**config.mk**
```make
export PLATFORM = sky130hd
export DESIGN_NAME = plcu_ctrl
export DESIGN_NICKNAME = d
export VERILOG_FILES = /design/src/hw/rtl/plcu_pkg.sv /design/src/hw/rtl/plcu_ctrl.sv
export SDC_FILE = /design/constraint.sdc
export NUM_CORES = 1
export LEC_CHECK = 0
export BUFFER_PORTS_ARGS = -buffer_cell sky130_fd_sc_hd__clkbuf_2
export CORE_AREA = 5 5 42 44
export CTS_BUF_LIST = sky130_fd_sc_hd__clkbuf_16
export DETAILED_ROUTE_END_ITERATION = 10
export DIE_AREA = 0 0 47 49
export PLACE_DENSITY_LB_ADDON = 0.1
export SETUP_SLACK_MARGIN = 0.1
export SLEW_MARGIN = 25
export SYNTH_ARGS = -nofsm -noshare
export SYNTH_HDL_FRONTEND = slang
export SYNTH_SLANG_ARGS = --single-unit
```
**constraint.sdc**
```tcl
create_clock -name clk -period 1.5 [get_ports clk]
set_input_delay 0.075 -clock clk [delete_from_list [all_inputs] [get_ports clk]]
set_output_delay 0.075 -clock clk [all_outputs]
set_load 0.05 [all_outputs]
```
**src/hw/rtl/plcu_pkg.sv**
```systemverilog
// ----------------------------------------------------------------------------
// plcu_pkg
// Types and constants shared by the postings-list cache update block.
// ----------------------------------------------------------------------------
package plcu_pkg;

	localparam int CHAN_BITS  = 6;
	localparam int WORD_IN_W  = 10;
	localparam int FREQ_W     = 10;
	localparam int DOC_W      = 32;
	localparam int LID_W      = 16;
	localparam int TIME_W     = 16;
	localparam int ERR_W      = 8;
	localparam int TF_W       = 16;
	localparam int TERM_OUT_W = 16;
	localparam int CNT_W      = 32;
	localparam int BYTES_W    = 40;
	localparam int MIB_SHIFT  = 20;
	localparam int CFG_W      = 13;
	localparam int CFG_IDX_W  = 2;
	localparam int BASE_W     = 10;
	localparam int STEP_W     = 6;
	localparam int LIMIT_W    = 13;
	localparam int NLB_W      = 8;
	localparam int CHARGE_W   = 9;

	localparam logic [CHAN_BITS-1:0] CHAN_MAX       = 6'd63;
	localparam logic [CHARGE_W-1:0]  NEW_LIST_EXTRA = 9'd24;
	localparam logic [CHARGE_W-1:0]  NEW_POST_BYTES = 9'd20;
	localparam logic [CHARGE_W-1:0]  ELEM_BYTES     = 9'd12;

	localparam logic [BASE_W-1:0]  BASE_RST  = 10'd0;
	localparam logic [STEP_W-1:0]  STEP_RST  = 6'd1;
	localparam logic [LIMIT_W-1:0] LIMIT_RST = 13'd64;
	localparam logic [NLB_W-1:0]   NLB_RST   = 8'd80;

	typedef enum logic [CFG_IDX_W-1:0] {
		CFG_CHANNEL_BASE   = 2'd0,
		CFG_CHANNEL_STEP   = 2'd1,
		CFG_MEMORY_LIMIT   = 2'd2,
		CFG_NEW_LIST_BYTES = 2'd3
	} cfg_idx_t;

	typedef enum logic [2:0] {
		KIND_NEW_LIST = 3'd0,
		KIND_APPEND   = 3'd1,
		KIND_NEW_POST = 3'd2,
		KIND_DUP      = 3'd3,
		KIND_STALE    = 3'd4,
		KIND_RESET    = 3'd5
	} kind_t;

	typedef struct packed {
		logic              op;
		logic [WORD_IN_W-1:0] word;
		logic [FREQ_W-1:0] freq_bin;
		logic [DOC_W-1:0]  doc_id;
		logic [LID_W-1:0]  lid;
		logic [TIME_W-1:0] time_frame;
		logic [ERR_W-1:0]  quant_err;
	} item_t;

	typedef struct packed {
		kind_t                 kind;
		logic [TERM_OUT_W-1:0] term_out;
		logic [TF_W-1:0]       tf_out;
		logic                  can_flush;
		logic [CNT_W-1:0]      postings_count;
		logic [CNT_W-1:0]      duplicates_count;
	} result_t;

	typedef struct packed {
		logic              present;
		logic [DOC_W-1:0]  doc;
		logic [TF_W-1:0]   tf;
		logic [LID_W-1:0]  lid;
		logic [TIME_W-1:0] tim;
		logic [ERR_W-1:0]  err;
	} entry_t;

	typedef struct packed {
		logic load;
		logic div_step;
		logic div_hi;
		logic mem_rd;
		logic exec;
		logic clr_wr;
		logic cnt_clear;
		logic emit_reset;
	} ctl_cmd_t;

	typedef struct packed {
		logic clr_last;
	} dp_stat_t;

endpackage

```
**src/hw/rtl/plcu_ctrl.sv**
```systemverilog
// ----------------------------------------------------------------------------
// plcu_ctrl
// Controller: sequences table sweep, channel division, table read and update.
// ----------------------------------------------------------------------------
module plcu_ctrl (
	input  logic                clk,
	input  logic                arst_n,
	input  logic                start,
	input  logic                op,
	input  plcu_pkg::dp_stat_t  stat,
	output plcu_pkg::ctl_cmd_t  cmd,
	output logic                busy,
	output logic                done
);
	import plcu_pkg::*;

	typedef enum logic [5:0] {
		ST_IDLE  = 6'b000001,
		ST_CLEAR = 6'b000010,
		ST_DIV_A = 6'b000100,
		ST_DIV_B = 6'b001000,
		ST_READ  = 6'b010000,
		ST_EXEC  = 6'b100000
	} state_t;

	state_t state_q;
	state_t state_d;
	logic   rpt_q;
	logic   rpt_d;
	logic   done_q;
	logic   done_d;

	always_comb begin
		state_d = state_q;
		rpt_d   = rpt_q;
		done_d  = 1'b0;
		cmd     = '0;
		case (state_q)
			ST_IDLE: begin
				if (start) begin
					cmd.load = 1'b1;
					if (op) begin
						cmd.cnt_clear = 1'b1;
						rpt_d         = 1'b1;
						state_d       = ST_CLEAR;
					end else begin
						state_d = ST_DIV_A;
					end
				end
			end
			ST_CLEAR: begin
				cmd.clr_wr = 1'b1;
				if (stat.clr_last) begin
					cmd.emit_reset = rpt_q;
					done_d         = rpt_q;
					rpt_d          = 1'b0;
					state_d        = ST_IDLE;
				end
			end
			ST_DIV_A: begin
				cmd.div_step = 1'b1;
				cmd.div_hi   = 1'b1;
				state_d      = ST_DIV_B;
			end
			ST_DIV_B: begin
				cmd.div_step = 1'b1;
				state_d      = ST_READ;
			end
			ST_READ: begin
				cmd.mem_rd = 1'b1;
				state_d    = ST_EXEC;
			end
			ST_EXEC: begin
				cmd.exec = 1'b1;
				done_d   = 1'b1;
				state_d  = ST_IDLE;
			end
			default: begin
				state_d = ST_IDLE;
			end
		endcase
	end

	always_ff @(posedge clk or negedge arst_n) begin
		if (!arst_n) begin
			state_q <= ST_CLEAR;
			rpt_q   <= 1'b0;
			done_q  <= 1'b0;
		end else begin
			state_q <= state_d;
			rpt_q   <= rpt_d;
			done_q  <= done_d;
		end
	end

	assign busy = (state_q != ST_IDLE);
	assign done = done_q;

endmodule

```
# [After elaboration in Yosys (flattened, before gate mapping)]
# Index checks and enable logic that the tools add are counted.
[classes] n_eq_ne=10 n_mux=21 reduce_logical=4
[ops] cell="$pmux W6 S5" count=1
[ops] cell="$mux W1" count=15
[ops] cell="$mux W6" count=2
[ops] cell="$eq A6 B1 Y1 const B" count=1
[ops] cell="$eq A6 B2 Y1 const B" count=1
[ops] cell="$eq A6 B3 Y1 const B" count=1
[ops] cell="$eq A6 B4 Y1 const B" count=1
[ops] cell="$eq A6 B5 Y1 const B" count=1
[ops] cell="$eq A6 B6 Y1 const B" count=1
[ops] cell="$ne A2 B2 Y1 const B" count=3
[ops] cell="$ne A6 B1 Y1 const B" count=1
[ops] cell="$pmux W1 S2" count=2
[ops] cell="$reduce_and A4 Y1" count=1
[ops] cell="$mux W3" count=1
[ops] cell="$reduce_and A2 Y1" count=1
[ops] cell="$reduce_bool A2 Y1" count=1
[ops] cell="$reduce_or A2 Y1" count=1
[word_totals] register_bits=8 output_inout_bits=10

# [Longest topological paths before layout]
# Gate-level depths: netlist of the first run.
[logic_depth] word_depth=3 depth_mapped=3 mapped_depth_nobuf=3

# [Least setup slack after synthesis of the first run]
# No wires, ideal clock.
[synth_timing] kind="register to output" start="register state_q[4]" end="output cmd[6] in the netlist's numbering" t_arrival_ns=1.917 required_time_ns=1.425 path_slack_ns=-0.492 path_stages_with_launch=3 n_path_buf=0 path_cell_list="dfrtp_1 or4_2 a21oi_1"
[synth_rtl] item="start, declared" line_no="plcu_ctrl.sv:26" rtl="state_t state_q;"
[synth_rtl] item="start signal, assigned" line_no="plcu_ctrl.sv:90" rtl="state_q <= state_d;"
[synth_rtl] item="end, declared" line_no="plcu_ctrl.sv:11" rtl="output plcu_pkg::ctl_cmd_t cmd,"

==> reports/metrics.cfg, run 1 <==
[floorplan]
die_h_um=49
row_count=14
io_pins=15
die_w_um=47
coreArea_um2=1401
start_util_pct=30.71
die-area_um2=2303

[timing]
setup_violations=7
worst_slew_pin_slew_ns=0.3435
slew_viol_final=0
fin_ws_ns=-0.1254
post-route-min-period_ns=1.625
clock_skew_ns=0.004701
rsz0062_at_grt=yes
clock.fmax_mhz=615.2
fin_crit_sh_pct=108.4
relSlewSlack_pct=77.05
setup_tns_ns=-0.6592
hold_viol=0

[layout]
diodes=0
nNetsFinal=77
fill_cells=114
areaGrowthSynthToFinish_pct=113.7
layout_commonest_cell=clkbuf_16
layout-drive-gt1-share_pct=67.61
mostFrequentLayoutCells=8 x clkbuf_16, 6 x buf_4, 5 x clkbuf_2, 4 x dfrtp_1
fin_cells=87
seq_area_um2=205.2
final_cell_area_um2=919.6
multi_input_area_um2=299.0

[worst_setup_path]
slowest_delay_ns=0.42
reg2reg_slack_ns=0.04
r2r_cells=5
worstSetupStartpointType=flop
path_max_fanout=4
critPathSlowestCell=dfrtp_1
path_cells=nor4_2, buf_4, and4_4, clkbuf_16
cp_data_arrival_time_ns=1.55
crit_cells=4
crit_buf_inv=2
crit_family=simple AND/OR/NAND/NOR gates
reg2reg_to=rpt_q
crit-reg2reg-launch=state_q[5]
critPathCaptureType=output pin
critPathKind=reg -> out
crit_required_ns=1.42

[global_route]
grt_overflow=0
grt_max_degree=10
grt_pass1_wl_um=2125
top_usage_layer=met2
met2_usage_pct=18.78
antenna_found_initial=0
use_met3_pct=5.166
grt_pass1_vias=483
track_usage_pct=13.24
met1_usage_pct=15.21

[detailed_routing]
drtIter0Drc=2
wl_um=1330
drcViolationCount=0
vias_per_cell=5.287
vias=460
drtAntennaViolNets=0
first_pass_iters=4
routedWlPerCell_um=15.29

[pwr]
fin_total_pwr_w=0.001739
ir_drop_mv=0.9186
powerDensity_nw_per_um2=1891
leakage_nw=0.3982

[synthesis]
synthDistinctLibCells=24
synth-main-ff-cell=dfrtp_1
synth_fp_nets=48
ys_seq_area_share_pct=46.80
synth.avg_cell_area_um2=10.01
ys_top_cells_by_area=dfrtp_1 41%, dfstp_2 6.1%, nor2_1 4.4%, and3b_1 4.1%, a2bb2oi_2 3.5%
synth_edf_count=0
synth_top_area_share_pct=40.70
yosysWarnings=0
ys_seq_elements=8
async_reset_ff_share_pct=100.0
synth_top_area_cell=dfrtp_1
netlist_instances=43
synth_area_um2=430.4

[clock_tree]
clkTransAtPathRegs_ns=0.04
cts_sinks=8
clkLatencyLatePin_ns=0.24
numCtsBuffers=3
clock_path_buffers=2
htree_levels=1
cts_tree=yes
clk_root_buffer_cell=clkbuf_16

[placement]
port_buffers=14
placed_cells=78
hpwl_um=804.1
place.gp.congestion=0.7210
place_area_um2=631.9

[status]
status=complete, but fails checks
violations=setup timing

[flow_run]
drv_cap=0

[min_path]
hold_end=state_q[2]
hold_class=in -> reg
min_from=op
min_delay_path_depth=2

flip-flops by register name, summed over array words and instances (netlist names):
| signal | flops |
|---|---|
| state_q | 6 |
| done | 1 |
| rpt_q | 1 |
per-stage QoR:
stage	hold slack (ns)	worst slack [ns]	utilization, %
2_1_floorplan	-0.2206	-0.05873	-
3_3_place_gp	-0.06453	0.02722	45.09
3_5_place_dp	-0.06685	0.04067	45.09
4_1_cts	0.01530	-0.1198	63.39
5_1_grt	0.02340	-0.1580	65.63
6_report	0.02718	-0.1254	65.63
area by class of cell:
type                       instances  share of cell area, %
timing repair buffer              24                  33.61
inverter                           2                 0.8163
sequential                         8                  22.31
clock buffer                       3                  8.163
multi-input combinational         33                  32.52
clock inverter                     1                 0.4082
tap                               16                  2.177
how the worst max path moves through the flow:
stage | from | to
2_1_floorplan | state_q[2] | cmd[0]
3_3_place_gp | state_q[4] | state_q[0]
3_5_place_dp | state_q[3] | cmd[0]
4_1_cts | state_q[5] | cmd[0]
5_1_grt | state_q[5] | cmd[0]
6_report | state_q[5] | cmd[1]
cells in the mapped netlist (2+ instances only):
library cell and n:
and3_2 2, o21ai_0 2, inv_1 2, nor4_1 2, and3_1 2, a21oi_1 2, nor2_1 5, nor2b_1 2
nand2_1 2, and3b_1 2, dfrtp_1 7
power breakdown:
group          internal, W  leakage [nW]  switching (W)
Clock             0.000348        0.0423       0.000119
Combinational     0.000484         0.260       0.000439
Sequential        0.000272        0.0962      0.0000776
per-layer routing:
layer / up-vias / share of wire (%)
li1: 218 / -
met1: 221 / 41
met2: 15 / 49
met3: 6 / 5.8
met4: 0 / 3.8
met5: - / 0
kinds of logic after synthesis:
logic type | count (synthesis) | share of synthesized area, %
and+or+nand+nor | 25 | 36.92
buffers and inverters | 2 | 1.745
AOI/OAI and AO/OA | 8 | 14.53
DFF | 8 | 46.80
timing repair:
action	4_1_cts	5_1_grt
buffers inserted	4	0
hold buffers	1	0
endpoints found under the hold margin	8	0
pin swaps	7	3
resized for setup	27	9
setup endpoints to repair	11	12
gates cloned	0	0
Power figures use the tool's default switching activity.
==> run 2: changes to the inputs <==
--- a/config.mk
+++ b/config.mk
@@ -6,6 +6,7 @@
 export NUM_CORES = 1
 export LEC_CHECK = 0
 export BUFFER_PORTS_ARGS = -buffer_cell sky130_fd_sc_hd__clkbuf_2
+export CAP_MARGIN = 30
 export CORE_AREA = 5 5 42 44
 export CTS_BUF_LIST = sky130_fd_sc_hd__clkbuf_16
 export DETAILED_ROUTE_END_ITERATION = 10
==> constraint.sdc (replaced) <==
create_clock -name clk -period 1.6 [get_ports clk]
set_input_delay 0.08 -clock clk [delete_from_list [all_inputs] [get_ports clk]]
set_output_delay 0.08 -clock clk [all_outputs]
set_load 0.05 [all_outputs]
==> reports/metrics.cfg, run 2 (synthesis gave the netlist of run 1 again) <==
[flow_run]
drv_cap=0

[placement]
placed_cells=77
dp_slack_ns=0.07772
port_buffers=14
hpwl_um=818.3
place.gp.congestion=0.7168

[floorplan]
die-area_um2=2303
coreArea_um2=1401
die_h_um=49
row_count=14
die_w_um=47
start_util_pct=30.71
io_pins=15

[timing]
post-route-min-period_ns=1.658
hold_viol=0
setup_violations=3
clock.fmax_mhz=603.0
hold_ws_ns=0.02288
clock_skew_ns=0.001343
relSlewSlack_pct=82.17
fin_ws_ns=-0.05831
worst_slew_pin_slew_ns=0.2653
fin_crit_sh_pct=103.6
slew_viol_final=0
rsz0062_at_grt=yes

[pwr]
ir_drop_mv=0.9825
leakage_nw=0.3669
fin_total_pwr_w=0.001507
powerDensity_nw_per_um2=1790

[worst_setup_path]
cp_data_arrival_time_ns=1.58
critPathCaptureType=output pin
worstSetupStartpointType=flop
crit_required_ns=1.52
critPathKind=reg -> out
path_max_fanout=5

[layout]
diodes=0
largest_reg_flops=6
mostFrequentLayoutCells=6 x clkbuf_16, 6 x buf_4, 5 x clkbuf_2, 4 x dfrtp_2
areaGrowthSynthToFinish_pct=95.64
layout-drive-gt1-share_pct=69.12
max_flop_register=state_q
final_util_pct=60.09
nNetsFinal=74
fin_cells=84

[clock_tree]
htree_levels=1
clk_root_buffer_cell=clkbuf_16
clkTransAtPathRegs_ns=0.04
clock_path_buffers=2
cts_sinks=8
numCtsBuffers=3
cts_tree=yes
clkLatencyLatePin_ns=0.23

[global_route]
grt_pass1_wl_um=2145
antenna_found_initial=0
grt_max_degree=10
grt_pass1_vias=465
track_usage_pct=13.25
grt_overflow=0

[detailed_routing]
drtAntennaViolNets=0
drtIter0Drc=2
wl_um=1248
vias_per_cell=5.262
routedWlPerCell_um=14.86
vias=442
drcViolationCount=0
first_pass_iters=2

[min_path]
hold_class=in -> reg

[status]
status=complete, but fails checks
violations=setup timing

-- run 2: metal layers --
| layer | wire, um | vias up | track usage [%] |
|---|---|---|---|
| li1 | - | 211 | - |
| met1 | 499 | 214 | 16.14 |
| met2 | 641 | 13 | 19.23 |
| met3 | 75 | 4 | 5.535 |
| met4 | 31 | 0 | 6.912 |
| met5 | 0 | - | 0 |
-- run 2: power breakdown --
part | switching, W | internal (W)
clock network | 0.000105 | 0.000326
registers | 0.0000666 | 0.000256
logic | 0.000389 | 0.000364
total | 0.000561 | 0.000946
-- run 2: worst paths after layout --
check                      startpoint  cells past startpoint  slack, ns         end
setup / recovery           state_q[3]                      4      -0.06      cmd[0]
hold / removal                     op                      2       0.02  state_q[2]
setup reg to reg           state_q[3]                      3       0.13  state_q[0]
hold reg to reg                 rpt_q                      1       0.56       rpt_q
max in group asynchronous      arst_n                      2       1.12  state_q[1]
min in group asynchronous      arst_n                      2       0.23  state_q[2]
-- run 2: area by class of cell --
cell class                 instances  area (um2)
clock inverter                     1       3.754
inverter                           2       7.507
sequential                         8       206.4
multi-input combinational         33       296.5
timing repair buffer              21       232.7
tap                               16       20.02
clock buffer                       3       75.07
fill                             123       559.3
-- run 2: worst max-delay path, cell delays in order, from the launching register on --
cell and delay (ns):
dfrtp_2 0.44, nor4_4 0.33, and3b_2 0.24, and3_4 0.19, clkbuf_16 0.15
-- run 2: what timing repair did --
| item | 4_1_cts | 5_1_grt |
|---|---|---|
| endpoints found under the hold margin | 8 | 0 |
| pin swaps | 7 | 3 |
| setup buffers | 1 | 1 |
| hold buffers | 1 | 0 |
| setup endpoints to repair | 9 | 10 |
| gates resized for setup | 23 | 13 |
-- run 2: stage by stage --
step	instance area [um2]	TNS (ns)
floorplan	469.2	0
global placement	589.3	0
detailed placement	589.3	0
CTS	805.8	-0.1164
global route	842.1	-0.4306
finish	842.1	-0.09483
==> run 3: changes to the inputs <==
--- a/config.mk
+++ b/config.mk
@@ -17,3 +17,4 @@
 export SYNTH_ARGS = -nofsm -noshare
 export SYNTH_HDL_FRONTEND = slang
 export SYNTH_SLANG_ARGS = --single-unit
+export TNS_END_PERCENT = 1
==> reports/metrics.cfg, run 3 (synthesis gave the netlist of run 1 again) <==
[detailed_routing]
drcViolationCount=0
wl_um=1169
drtAntennaViolNets=0
vias=445
first_pass_iters=2
routedWlPerCell_um=13.28
drtIter0Drc=7
vias_per_cell=5.057

[worst_setup_path]
critPathKind=reg -> out
critPathCaptureType=output pin
crit_cells=5
crit_buf_inv=2
reg2reg_slack_ns=0.07
path_cells=nor4_2, buf_4, and3b_2, and3_4, clkbuf_16
worstSetupStartpointType=flop
reg2reg_to=state_q[0]
crit_family=simple AND/OR/NAND/NOR gates
r2r_cells=4
crit_required_ns=1.52
crit-reg2reg-launch=state_q[0]
critPathSlowestCell=dfrtp_1
slowest_delay_ns=0.39
path_max_fanout=3
cp_data_arrival_time_ns=1.63

[layout]
final_util_pct=60.36
fin_cells=88
fill_cells=127
nNetsFinal=78
mostFrequentLayoutCells=10 x buf_4, 7 x dfrtp_1, 5 x clkbuf_16, 5 x clkbuf_2
areaGrowthSynthToFinish_pct=96.51
layout_commonest_cell=buf_4
largest_reg_flops=6
diodes=0
layout-drive-gt1-share_pct=58.33
max_flop_register=state_q

[min_path]
min_delay_path_depth=2
min_from=op
hold_end=state_q[2]
hold_class=in -> reg

[clock_tree]
clk_root_buffer_cell=clkbuf_16
htree_levels=1
numCtsBuffers=3
clock_path_buffers=2
cts_sinks=8
clkLatencyLatePin_ns=0.23
cts_tree=yes
clkTransAtPathRegs_ns=0.04

[placement]
hpwl_um=848.6
placed_cells=80
port_buffers=14
place.gp.congestion=0.6996
dp_slack_ns=0.06185

[floorplan]
die_h_um=49
die-area_um2=2303
io_pins=15
row_count=14
start_util_pct=30.71
coreArea_um2=1401
die_w_um=47

[status]
status=complete, but fails checks
violations=setup timing

[pwr]
leakage_nw=0.3824
ir_drop_mv=0.8532
powerDensity_nw_per_um2=1732

[timing]
relSlewSlack_pct=81.72
rsz0062_at_grt=yes
setup_tns_ns=-0.2945
setup_violations=5
hold_viol=0
slew_viol_final=0
post-route-min-period_ns=1.705
clock.fmax_mhz=586.5
fin_crit_sh_pct=106.6
clock_skew_ns=0.003633
hold_ws_ns=0.01090
fin_ws_ns=-0.1052
worst_slew_pin_slew_ns=0.2717

[global_route]
grt_overflow=0
grt_max_degree=10
antenna_found_initial=0
grt_pass1_wl_um=2042
track_usage_pct=12.18
grt_pass1_vias=475

[flow_run]
drv_cap=0

-- run 3: cell types whose count changed in the layout (fill, tap and decap cells not counted), moves of 2 or more --
cell and change:
buf_12 +2, buf_4 +4, dfrtp_1 +4, dfrtp_2 -4
-- run 3: per-layer routing --
metal / up-vias / track usage [%] / part of all wire (%)
li1: 219 / - / -
met1: 208 / 16.78 / 45
met2: 16 / 16.97 / 47
met3: 2 / 3.690 / 6.6
met4: 0 / 5.530 / 1.5
met5: - / 0 / 0
-- run 3: per-stage QoR --
| step | area (um2) | total power [W] |
|---|---|---|
| floorplan | 454.2 | 0.0007010 |
| global placement | 626.9 | 0.0008857 |
| detailed placement | 626.9 | 0.0008844 |
| CTS | 818.3 | 0.001408 |
| global route | 845.8 | 0.001544 |
| finish | 845.8 | 0.001465 |
-- run 3: timing repair --
item                                    CTS  global route
hold buffers                              1             0
endpoints found under the setup margin    9            11
gates cloned                              0             0
endpoints found under the hold margin     8             0
pin swaps                                 4             1
setup buffers                             2             1
resized for setup                        17             9
-- run 3: where the power goes --
part | switching [W] | total [W] | leakage, nW | internal (W)
Combinational | 0.000389 | 0.000747 | 0.240 | 0.000359
Sequential | 0.0000423 | 0.000294 | 0.100 | 0.000252
Clock | 0.0000989 | 0.000424 | 0.0423 | 0.000325
-- run 3: area by class of cell --
type	count	area (um2)	area share (%)
clock inverters	1	3.754	0.4438
well taps	16	20.02	2.367
multi-input cells	33	267.8	31.66
flip-flops and latches	8	201.4	23.82
inverters	2	7.507	0.8876
clock buffers	3	75.07	8.876
repair buffers	25	270.3	31.95
-- run 3: worst max path at each step --
stage,to,start
after floorplan,cmd[0],state_q[2]
after global placement,cmd[0],state_q[3]
after global routing,cmd[0],state_q[3]
after detailed placement,cmd[6],state_q[5]
after CTS,cmd[0],state_q[5]
final,cmd[0],state_q[3]
